==> src/hdl/libr_pkg.sv <==
// ----------------------------------------------------------------------------
// libr_pkg
// Shared types and constants of the block resampler.
// ----------------------------------------------------------------------------
package libr_pkg;

    localparam int BLOCK_FRAMES = 16;
    localparam int MAX_OUT      = 64;
    localparam int FRAC_BITS    = 12;
    localparam int IDX_W        = $clog2(BLOCK_FRAMES);
    localparam int CNT_W        = $clog2(BLOCK_FRAMES + 1);
    localparam int OCNT_W       = $clog2(MAX_OUT + 1);
    localparam int RATE_W       = 18;
    localparam int PROD_W       = CNT_W + RATE_W;
    localparam int STEPN_W      = CNT_W + FRAC_BITS;
    localparam int PHASE_W      = STEPN_W + 1;

    localparam logic [2:0] REG_CHANNELS = 3'd0;
    localparam logic [2:0] REG_FORMAT   = 3'd1;
    localparam logic [2:0] REG_SWAP     = 3'd2;
    localparam logic [2:0] REG_IN_RATE  = 3'd3;
    localparam logic [2:0] REG_OUT_RATE = 3'd4;

    localparam logic [1:0] FMT_U8  = 2'd0;
    localparam logic [1:0] FMT_S8  = 2'd1;
    localparam logic [1:0] FMT_U16 = 2'd2;
    localparam logic [1:0] FMT_S16 = 2'd3;

    typedef struct packed {
        logic [15:0] left_sample;
        logic [15:0] right_sample;
        logic        block_end;
    } t_in_item;

    typedef struct packed {
        logic [15:0] left_out;
        logic [15:0] right_out;
        logic        run_end;
    } t_out_item;

    typedef struct packed {
        logic [2:0]  index;
        logic [31:0] data;
    } t_cfg_write;

    typedef struct packed {
        logic [1:0] fmt;
        logic       swap;
    } t_fmt_ctl;

    function automatic logic [15:0] decode_sample(input logic [15:0] raw,
                                                  input t_fmt_ctl c);
        logic [15:0] v;
        v = raw;
        if (c.fmt == FMT_U16 || c.fmt == FMT_S16) begin
            if (c.swap) v = {raw[7:0], raw[15:8]};
            if (c.fmt == FMT_S16) v[15] = ~v[15];
        end else begin
            v = {8'd0, raw[7:0]};
            if (c.fmt == FMT_S8) v[7] = ~v[7];
        end
        return v;
    endfunction

    function automatic logic [15:0] encode_sample(input logic [15:0] val,
                                                  input t_fmt_ctl c);
        logic [15:0] v;
        v = val;
        if (c.fmt == FMT_U16 || c.fmt == FMT_S16) begin
            if (c.fmt == FMT_S16) v[15] = ~v[15];
            if (c.swap) v = {v[7:0], v[15:8]};
        end else begin
            v = {8'd0, val[7:0]};
            if (c.fmt == FMT_S8) v[7] = ~v[7];
        end
        return v;
    endfunction

endpackage

==> src/hdl/linear_interp_block_resampler_core.sv <==
// ----------------------------------------------------------------------------
// linear_interp_block_resampler_core
// Stores a block of PCM frames and emits a linearly interpolated run of
// output frames at the configured rate ratio.
// ----------------------------------------------------------------------------
//
//  channel   direction  handshake        payload
//  in        sink       i_valid/o_stall  t_in_item
//  out       source     o_valid/i_stall  t_out_item
//  cfg       sink       i_cfg_valid/o_cfg_ready  index, data
//
// A frame that does not end a block is accepted while the core is loading.
// A block end starts two serial divisions, one after the other (count,
// then step); then each output frame passes through the read, multiply and
// output states (store read, lane multipliers registered, item presented)
// plus any stall on the output. Input is stalled from the block end until
// the last output item has been taken. Reset is synchronous and clears
// control state; the frame store is not cleared.
module linear_interp_block_resampler_core
    import libr_pkg::*;
(
    input  logic        i_clk,
    input  logic        i_rst_n,
    input  logic        i_valid,
    output logic        o_stall,
    input  t_in_item    i_item,
    output logic        o_valid,
    input  logic        i_stall,
    output t_out_item   o_item,
    input  logic        i_cfg_valid,
    output logic        o_cfg_ready,
    input  t_cfg_write  i_cfg
);

    typedef enum logic [5:0] {
        ST_LOAD  = 6'b000001,
        ST_DIV1  = 6'b000010,
        ST_DIV2  = 6'b000100,
        ST_READ  = 6'b001000,
        ST_MUL   = 6'b010000,
        ST_OUT   = 6'b100000
    } t_state;

    t_state r_state;

    // Configuration registers.
    logic [1:0]        r_chan;
    logic [1:0]        r_fmt;
    logic              r_swap;
    logic [RATE_W-1:0] r_in_rate;
    logic [RATE_W-1:0] r_out_rate;

    assign o_cfg_ready = 1'b1;

    always_ff @(posedge i_clk) begin
        if (!i_rst_n) begin
            r_chan     <= 2'd2;
            r_fmt      <= FMT_S16;
            r_swap     <= 1'b0;
            r_in_rate  <= RATE_W'(44100);
            r_out_rate <= RATE_W'(48000);
        end else if (i_cfg_valid) begin
            unique case (i_cfg.index)
                REG_CHANNELS: r_chan     <= i_cfg.data[1:0];
                REG_FORMAT:   r_fmt      <= i_cfg.data[1:0];
                REG_SWAP:     r_swap     <= i_cfg.data[0];
                REG_IN_RATE:  r_in_rate  <= i_cfg.data[RATE_W-1:0];
                REG_OUT_RATE: r_out_rate <= i_cfg.data[RATE_W-1:0];
                default: ;
            endcase
        end
    end

    // Frame store, one frame per entry; right channel in the upper half.
    logic [31:0] r_store [BLOCK_FRAMES];
    logic [31:0] r_s0;
    logic [31:0] r_s1;

    logic [CNT_W-1:0]   r_n;
    logic [OCNT_W-1:0]  r_count;
    logic [OCNT_W-1:0]  r_k;
    logic [STEPN_W-1:0] r_step;
    logic [PHASE_W-1:0] r_x;
    logic [FRAC_BITS-1:0] r_frac;
    logic               r_last;

    logic in_acc;
    assign o_stall = (r_state != ST_LOAD);
    assign in_acc  = i_valid && !o_stall;

    // Shared divider: first n*out_rate/in_rate, then (n<<12)/count.
    logic              div_start;
    logic [PROD_W-1:0] div_num;
    logic [RATE_W-1:0] div_den;
    logic              div_done;
    logic [PROD_W-1:0] div_quot;

    libr_divider u_div (
        .i_clk   (i_clk),
        .i_rst_n (i_rst_n),
        .i_start (div_start),
        .i_num   (div_num),
        .i_den   (div_den),
        .o_done  (div_done),
        .o_quot  (div_quot)
    );

    logic [CNT_W-1:0] n_fill;
    logic             blk_done;
    assign n_fill   = r_n + 1'b1;
    assign blk_done = in_acc && (i_item.block_end || n_fill == CNT_W'(BLOCK_FRAMES));

    logic [OCNT_W-1:0] n_cnt_sat;
    assign n_cnt_sat = (div_quot > PROD_W'(MAX_OUT)) ? OCNT_W'(MAX_OUT)
                                                      : div_quot[OCNT_W-1:0];

    always_comb begin
        div_start = 1'b0;
        div_num   = PROD_W'(n_fill) * PROD_W'(r_out_rate);
        div_den   = r_in_rate;
        if (blk_done && r_in_rate != '0) begin
            div_start = 1'b1;
        end else if (r_state == ST_DIV1 && div_done && n_cnt_sat != '0) begin
            div_start = 1'b1;
            div_num   = PROD_W'({r_n, {FRAC_BITS{1'b0}}});
            div_den   = RATE_W'(n_cnt_sat);
        end
    end

    // Clamped neighbor indices.
    logic [PHASE_W-1:0] i0_w;
    logic [IDX_W-1:0]   i0;
    logic [IDX_W-1:0]   i1;
    logic [CNT_W-1:0]   n_last;
    assign n_last = r_n - 1'b1;
    assign i0_w   = r_x >> FRAC_BITS;
    assign i0 = (i0_w > PHASE_W'(n_last)) ? n_last[IDX_W-1:0] : i0_w[IDX_W-1:0];
    assign i1 = ({1'b0, i0} + 1'b1 > (IDX_W+1)'(n_last)) ? n_last[IDX_W-1:0]
                                                           : IDX_W'(i0 + 1'b1);

    always_ff @(posedge i_clk) begin
        if (in_acc) r_store[r_n[IDX_W-1:0]] <= {i_item.right_sample, i_item.left_sample};
        if (r_state == ST_READ) begin
            r_s0   <= r_store[i0];
            r_s1   <= r_store[i1];
            r_frac <= r_x[FRAC_BITS-1:0];
            r_last <= (r_k + 1'b1 == r_count);
        end
    end

    always_ff @(posedge i_clk) begin
        if (!i_rst_n) begin
            r_state <= ST_LOAD;
            r_n     <= '0;
            r_k     <= '0;
            r_x     <= '0;
        end else begin
            unique case (r_state)
                ST_LOAD: begin
                    if (in_acc) begin
                        r_n <= n_fill;
                        if (blk_done) begin
                            if (r_in_rate != '0) r_state <= ST_DIV1;
                            else r_n <= '0;
                        end
                    end
                end
                ST_DIV1: begin
                    if (div_done) begin
                        r_count <= n_cnt_sat;
                        if (n_cnt_sat == '0) begin
                            r_n     <= '0;
                            r_state <= ST_LOAD;
                        end else begin
                            r_state <= ST_DIV2;
                        end
                    end
                end
                ST_DIV2: begin
                    if (div_done) begin
                        r_step  <= div_quot[STEPN_W-1:0];
                        r_x     <= '0;
                        r_k     <= '0;
                        r_state <= ST_READ;
                    end
                end
                ST_READ: r_state <= ST_MUL;
                ST_MUL:  r_state <= ST_OUT;
                ST_OUT: begin
                    if (!i_stall) begin
                        r_x <= r_x + PHASE_W'(r_step);
                        r_k <= r_k + 1'b1;
                        if (r_last) begin
                            r_n     <= '0;
                            r_state <= ST_LOAD;
                        end else begin
                            r_state <= ST_READ;
                        end
                    end
                end
                default: r_state <= ST_LOAD;
            endcase
        end
    end

    // Two lanes, one per channel; the merge packs them into one item.
    t_fmt_ctl    ctl;
    logic [15:0] lane_l;
    logic [15:0] lane_r;
    assign ctl.fmt  = r_fmt;
    assign ctl.swap = r_swap;

    libr_lane u_lane_l (
        .i_clk (i_clk), .i_raw0 (r_s0[15:0]), .i_raw1 (r_s1[15:0]),
        .i_frac (r_frac), .i_ctl (ctl), .o_sample (lane_l)
    );

    libr_lane u_lane_r (
        .i_clk (i_clk), .i_raw0 (r_s0[31:16]), .i_raw1 (r_s1[31:16]),
        .i_frac (r_frac), .i_ctl (ctl), .o_sample (lane_r)
    );

    assign o_valid          = (r_state == ST_OUT);
    assign o_item.left_out  = lane_l;
    assign o_item.right_out = (r_chan != 2'd1) ? lane_r : 16'd0;
    assign o_item.run_end   = r_last;

endmodule

==> src/hdl/libr_divider.sv <==
// ----------------------------------------------------------------------------
// libr_divider
// Restoring divider, one quotient bit per cycle.
// ----------------------------------------------------------------------------
module libr_divider
    import libr_pkg::*;
(
    input  logic                i_clk,
    input  logic                i_rst_n,
    input  logic                i_start,
    input  logic [PROD_W-1:0]   i_num,
    input  logic [RATE_W-1:0]   i_den,
    output logic                o_done,
    output logic [PROD_W-1:0]   o_quot
);

    localparam int BIT_W = $clog2(PROD_W + 1);

    logic [PROD_W-1:0] r_quot;
    logic [RATE_W-1:0] r_rem;
    logic [BIT_W-1:0]  r_bits;
    logic              r_busy;
    logic              r_done;
    logic [RATE_W-1:0] r_den;
    logic [RATE_W:0]   n_trial;

    assign n_trial = {r_rem, r_quot[PROD_W-1]};

    always_ff @(posedge i_clk) begin
        if (!i_rst_n) begin
            r_busy <= 1'b0;
            r_done <= 1'b0;
            r_bits <= '0;
        end else begin
            r_done <= 1'b0;
            if (i_start) begin
                r_busy <= 1'b1;
                r_bits <= BIT_W'(PROD_W);
                r_quot <= i_num;
                r_rem  <= '0;
                r_den  <= i_den;
            end else if (r_busy) begin
                if (n_trial >= {1'b0, r_den}) begin
                    r_rem  <= RATE_W'(n_trial - {1'b0, r_den});
                    r_quot <= {r_quot[PROD_W-2:0], 1'b1};
                end else begin
                    r_rem  <= n_trial[RATE_W-1:0];
                    r_quot <= {r_quot[PROD_W-2:0], 1'b0};
                end
                r_bits <= r_bits - 1'b1;
                if (r_bits == BIT_W'(1)) begin
                    r_busy <= 1'b0;
                    r_done <= 1'b1;
                end
            end
        end
    end

    assign o_done = r_done;
    assign o_quot = r_quot;

endmodule

==> src/hdl/libr_lane.sv <==
// ----------------------------------------------------------------------------
// libr_lane
// One channel lane: decode both neighbors, weight, shift and encode.
// ----------------------------------------------------------------------------
module libr_lane
    import libr_pkg::*;
(
    input  logic                 i_clk,
    input  logic [15:0]          i_raw0,
    input  logic [15:0]          i_raw1,
    input  logic [FRAC_BITS-1:0] i_frac,
    input  t_fmt_ctl             i_ctl,
    output logic [15:0]          o_sample
);

    logic [15:0]          n_a;
    logic [15:0]          n_b;
    logic [FRAC_BITS:0]   n_wa;
    logic [16+FRAC_BITS:0] r_pa;
    logic [16+FRAC_BITS:0] r_pb;
    logic [16+FRAC_BITS:0] n_sum;

    assign n_a  = decode_sample(i_raw0, i_ctl);
    assign n_b  = decode_sample(i_raw1, i_ctl);
    assign n_wa = (FRAC_BITS+1)'(1 << FRAC_BITS) - {1'b0, i_frac};

    always_ff @(posedge i_clk) begin
        r_pa <= (17+FRAC_BITS)'(n_a * n_wa);
        r_pb <= (17+FRAC_BITS)'(n_b * {1'b0, i_frac});
    end

    assign n_sum    = r_pa + r_pb;
    assign o_sample = encode_sample(n_sum[FRAC_BITS+15:FRAC_BITS], i_ctl);

endmodule
==> config.mk <==
export PLATFORM = sky130hd
export DESIGN_NAME = linear_interp_block_resampler_core
export DESIGN_NICKNAME = d
export VERILOG_FILES = /design/src/hdl/libr_pkg.sv /design/src/hdl/linear_interp_block_resampler_core.sv /design/src/hdl/libr_divider.sv /design/src/hdl/libr_lane.sv
export SDC_FILE = /design/constraint.sdc
export NUM_CORES = 2
export LEC_CHECK = 0
export ABC_AREA = 0
export BUFFER_PORTS_ARGS = -buffer_cell sky130_fd_sc_hd__buf_2
export CAP_MARGIN = 20
export CORE_UTILIZATION = 50
export CTS_BUF_LIST = sky130_fd_sc_hd__clkbuf_8 sky130_fd_sc_hd__clkbuf_16
export CTS_CLUSTER_SIZE = 25
export DETAILED_ROUTE_END_ITERATION = 6
export GPL_TIMING_DRIVEN = 0
export PLACE_DENSITY = 0.78
export SETUP_SLACK_MARGIN = 0.1
export SLEW_MARGIN = 15
export SYNTH_ARGS = -nofsm -noshare
export SYNTH_HDL_FRONTEND = slang
export SYNTH_HIERARCHICAL = 1
export SYNTH_SLANG_ARGS = --single-unit
==> constraint.sdc <==
create_clock -name i_clk -period 10.6 [get_ports i_clk]
set_input_delay 2.12 -clock i_clk [delete_from_list [all_inputs] [get_ports i_clk]]
set_output_delay 2.12 -clock i_clk [all_outputs]
set_load 0.005 [all_outputs]
==> results.txt <==
- Period utilization: 99.35%
- Post-route total power: 0.01052 W
- Cell depth of the worst min-delay path: 0
- For the worst setup path, the data arrival time is 10.84 ns.
- In this run the critical register-to-register path is launched from r_n[0].
- CP startpoint kind: register
* Reg2Reg Setup Slack: 0.07 ns
- The worst hold path begins at r_x[5].
* Leakage power: 33.14 nW
- When the netlist entered floorplanning its net count stood at 8060.
- Between clock sinks in the finished design, the worst skew comes to 0.05349 ns.
* Count of filler cells inserted in the layout: 11760
- In this run the tool buffered the top-level ports with 93 buffer cells.
- After floorplanning, the core was sized to cover 0.1395 mm2.
* Gp weighted congestion: 0.9945
* Leftover overflow at the end of global routing: 0
- Clock tree synthesis selected as its root buffer the cell clkbuf_16.
* Final setup slack of the worst path: 0.06909 ns
- The internal power of the cells totals 0.006542 W.
- Per report_power, the clock group accounts for 30.9% of the total.
- The top cell types in the final layout, fill and taps aside, are 1056 x nand2_1, 899 x inv_1, 672 x edfxtp_1.
- Yosys printed 6 warnings.
- On the worst path, the slowest cell contributes a delay of 0.67 ns.
- Number of buffers added by the clock tree synthesis step: 91
- Failing checks: design-rule violations
- Outcome: finished with violations
- Sequential cells were found to cover 34.25% of the synthesized design area.
- After routing, the total negative slack on setup checks comes to 0 ns.
- TritonCTS built the clock tree.
- In this run the core area contains 137 standard-cell rows.
- Number of synthesized flops with an enable pin: 672
- The final number of hold-violating endpoints is 0.
* Worst Max-Slew Pin Slew: 1.325 ns
* Number of violations reported at the end of detailed-routing iteration 0: 7625
- RSZ-0062 raised after global routing: false
* Effective utilization at floorplan: 50.44%
- Headroom to the max-slew limit: 11.65%
- Area used by multi-input combinational logic: 0.04157 mm2
- Maximum resistive drop on vdd: 171.0 uV
* Number of instances in the synthesized netlist: 6939
* DRC violation count after routing: 47
- Number of global-route vias before repair: 56020
- Global routing used 31.20% of the available tracks across all layers.
* Setup-violating endpoint count in the final report: 0
- Timing analysis after detailed placement gives a worst setup slack of -1.184 ns.
- Share of cells above drive strength 1: 7.686%
- Class of the most critical hold timing path: register to register
* Worst setup path category: register to register
* Final max-slew violation count: 0
- In the final design database the tool counted 8291 nets.
- Maximum level of the CTS H-tree: 3
* Commonest non-fill, non-tap cell in the layout: nand2_1
- Hold Path Sink: r_frac[5]
- A synthesized cell averages 10.14 um2.
- Antenna violations before repair: 26
* Final period demand of the worst path: 10.53 ns
- Total of flip-flops plus latches after synthesis: 868
- Final antenna-violating net count: 0
- Registers take 0.02410 mm2.
* Die Span X: 377.2 um
* Total wire length after detailed routing: 221800 um
* Crit. End Element: register
- Net switching fraction of the power: 37.83%
* R2R cell count: 32
- The synthesized netlist contains 113 unique library cells.
- For the worst-skew pair, the clock arrives at the later sink with an insertion delay of 0.74 ns.
- I/O Pins: 109
- Dividing the detail-routed wire length by the instance count gives 24.27 um.
- Maximum fanout count along the critical path: 14
* Max cap viols: 0
- Summing every instance area after synthesis gives 0.07038 mm2.
- Of the total power, combinational logic draws 32.7%.
- Sequential share of power: 36.4%
- The tightest hold path in the finished design has a slack of 0.4886 ns.
- Counting every sink on the clock net gives 868.
- In the routed layout, each cell is associated on average with a via count of 6.150.
* Pwr/cell area: 136.4 mW/mm2
- Critical path's slowest cell: mux2i_2
- 1st-pass router iterations: 7
* Area growth syn-to-layout: 9.586%
- Achievable frequency: 0.09496 GHz
- In this run the vertical extent of the chip is 377.2 um.
* Total of hold buffers inserted after clock tree synthesis: 0
* Area of the die: 0.1423 mm2
- In the synthesized netlist the dominant register cell turns out to be edfxtp_1.
- Detail Placement HPWL: 165000 um
- For this run, asynchronously set or reset flops after synthesis account for 0%.
* Data required, critical path: 10.91 ns
* Wire length of the first global-routing pass: 334000 um
- No sink is reached through more buffers than the 3 on the longest clock path.
- Vias after detailed routing: 56210
* Pin count of the biggest net entering global routing: 60
- Reg2Reg Capture Point: r_s1[25]
- Net Switching: 0.003981 W
* Clock transition at path regs: 0.06 ns
flip-flops by register name, summed over array words and instances, names as in the netlist, 5 cells and up:
name	cells
r_n	5
u_div/r_den	18
r_k	7
r_state	6
u_div/r_rem	18
u_lane_l/r_pa	28
r_s1	32
u_lane_r/r_pb	28
r_s0	32
u_lane_r/r_pa	28
u_div/r_bits	5
r_count	7
r_in_rate	18
r_store	512
r_x	18
u_lane_l/r_pb	28
r_step	17
r_frac	12
u_div/o_quot	23
r_out_rate	18
metal layers:
| layer | share of wire [%] | GRT usage (%) | vias up |
|---|---|---|---|
| li1 | - | - | 24060 |
| met1 | 36 | 38.60 | 27250 |
| met2 | 44 | 48.13 | 3849 |
| met3 | 13 | 10.51 | 1030 |
| met4 | 6.7 | 16.77 | 20 |
| met5 | 0.083 | 0 | - |
worst max-delay path, delay by kind of cell, from the launching register on:
| kind | cells | cell delay (ns) |
|---|---|---|
| compound gates | 9 | 2.56 |
| xor+xnor | 1 | 0.31 |
| fa+ha+maj | 4 | 1.27 |
| buf+inv | 11 | 3.52 |
| flops | 1 | 0.43 |
| mux | 1 | 0.67 |
| simple gates | 6 | 1.35 |
through the flow:
step	instances	instance area [um2]	util, %
5_1_grt	9129	77100	55.25
2_1_floorplan	6939	70380	-
3_3_place_gp	8908	73190	52.45
4_1_cts	9123	77040	55.21
3_5_place_dp	8953	74040	53.07
6_report	9139	77120	55.27
worst max-delay path by stage:
| stage | depth (start not counted) | startpoint | to | slack, ns |
|---|---|---|---|---|
| after floorplan | 31 | r_n[0] | r_s1[6] | 2.86 |
| after global placement | 32 | r_n[0] | r_s1[24] | -0.96 |
| after detailed placement | 32 | r_n[0] | r_s1[24] | -1.18 |
| after CTS | 34 | r_n[0] | r_s1[11] | 0.15 |
| after global routing | 34 | r_n[0] | r_s1[30] | 0.11 |
| final | 32 | r_n[0] | r_s1[25] | 0.07 |
final cells by class:
type,instances,share of cell area (%)
clock inverter,74,0.7998
sequential,868,31.25
tap,1876,3.044
multi-input combinational,4853,53.90
clock buffer,96,3.071
buffer,339,2.049
inverter,878,4.275
antenna,16,0.05192
timing repair buffer,139,1.554
Yosys cell counts (50+ instances only):
cell	n	area, um2
nand2_1	1056	3964
inv_1	876	3288
edfxtp_1	672	20180
fa_1	636	12730
ha_1	412	5155
o21ai_0	299	1496
nor2_1	297	1115
and2_1	250	1564
clkbuf_1	243	912.1
mux2i_1	243	2432
dfxtp_1	196	3924
a21oi_1	166	830.8
xnor2_1	147	1287
nand3_1	146	730.7
a221oi_1	124	1086
nor2b_1	106	663.1
xor2_1	82	718.2
mux4_2	64	1441
a21o_1	62	465.5
nor3_1	57	285.3
a31oi_1	55	344.1
nand4_1	50	312.8
o211ai_1	50	375.4
power groups by stage:
stage / Clock, W / Combinational, W / Sequential [W]
2_1_floorplan: 0 / 0.00175 / 0.00388
3_3_place_gp: 0 / 0.00303 / 0.00390
3_5_place_dp: 0 / 0.00311 / 0.00390
4_1_cts: 0.00325 / 0.00313 / 0.00383
5_1_grt: 0.00337 / 0.00343 / 0.00383
6_report: 0.00325 / 0.00344 / 0.00383
cell families after synthesis:
family,share of synthesized area (%)
other cells,0.005329
xor+xnor,2.882
mux,6.125
buf+inv,6.905
fa+ha+maj,25.42
compound gates,10.10
flops,34.25
simple gates,14.32
what timing repair did:
item / CTS / global route
endpoints found under the setup margin: 32 / 32
endpoints found under the hold margin: 0 / 0
buffers inserted: 0 / 0
gates resized for setup: 10 / 12
Power figures use the tool's default switching activity.
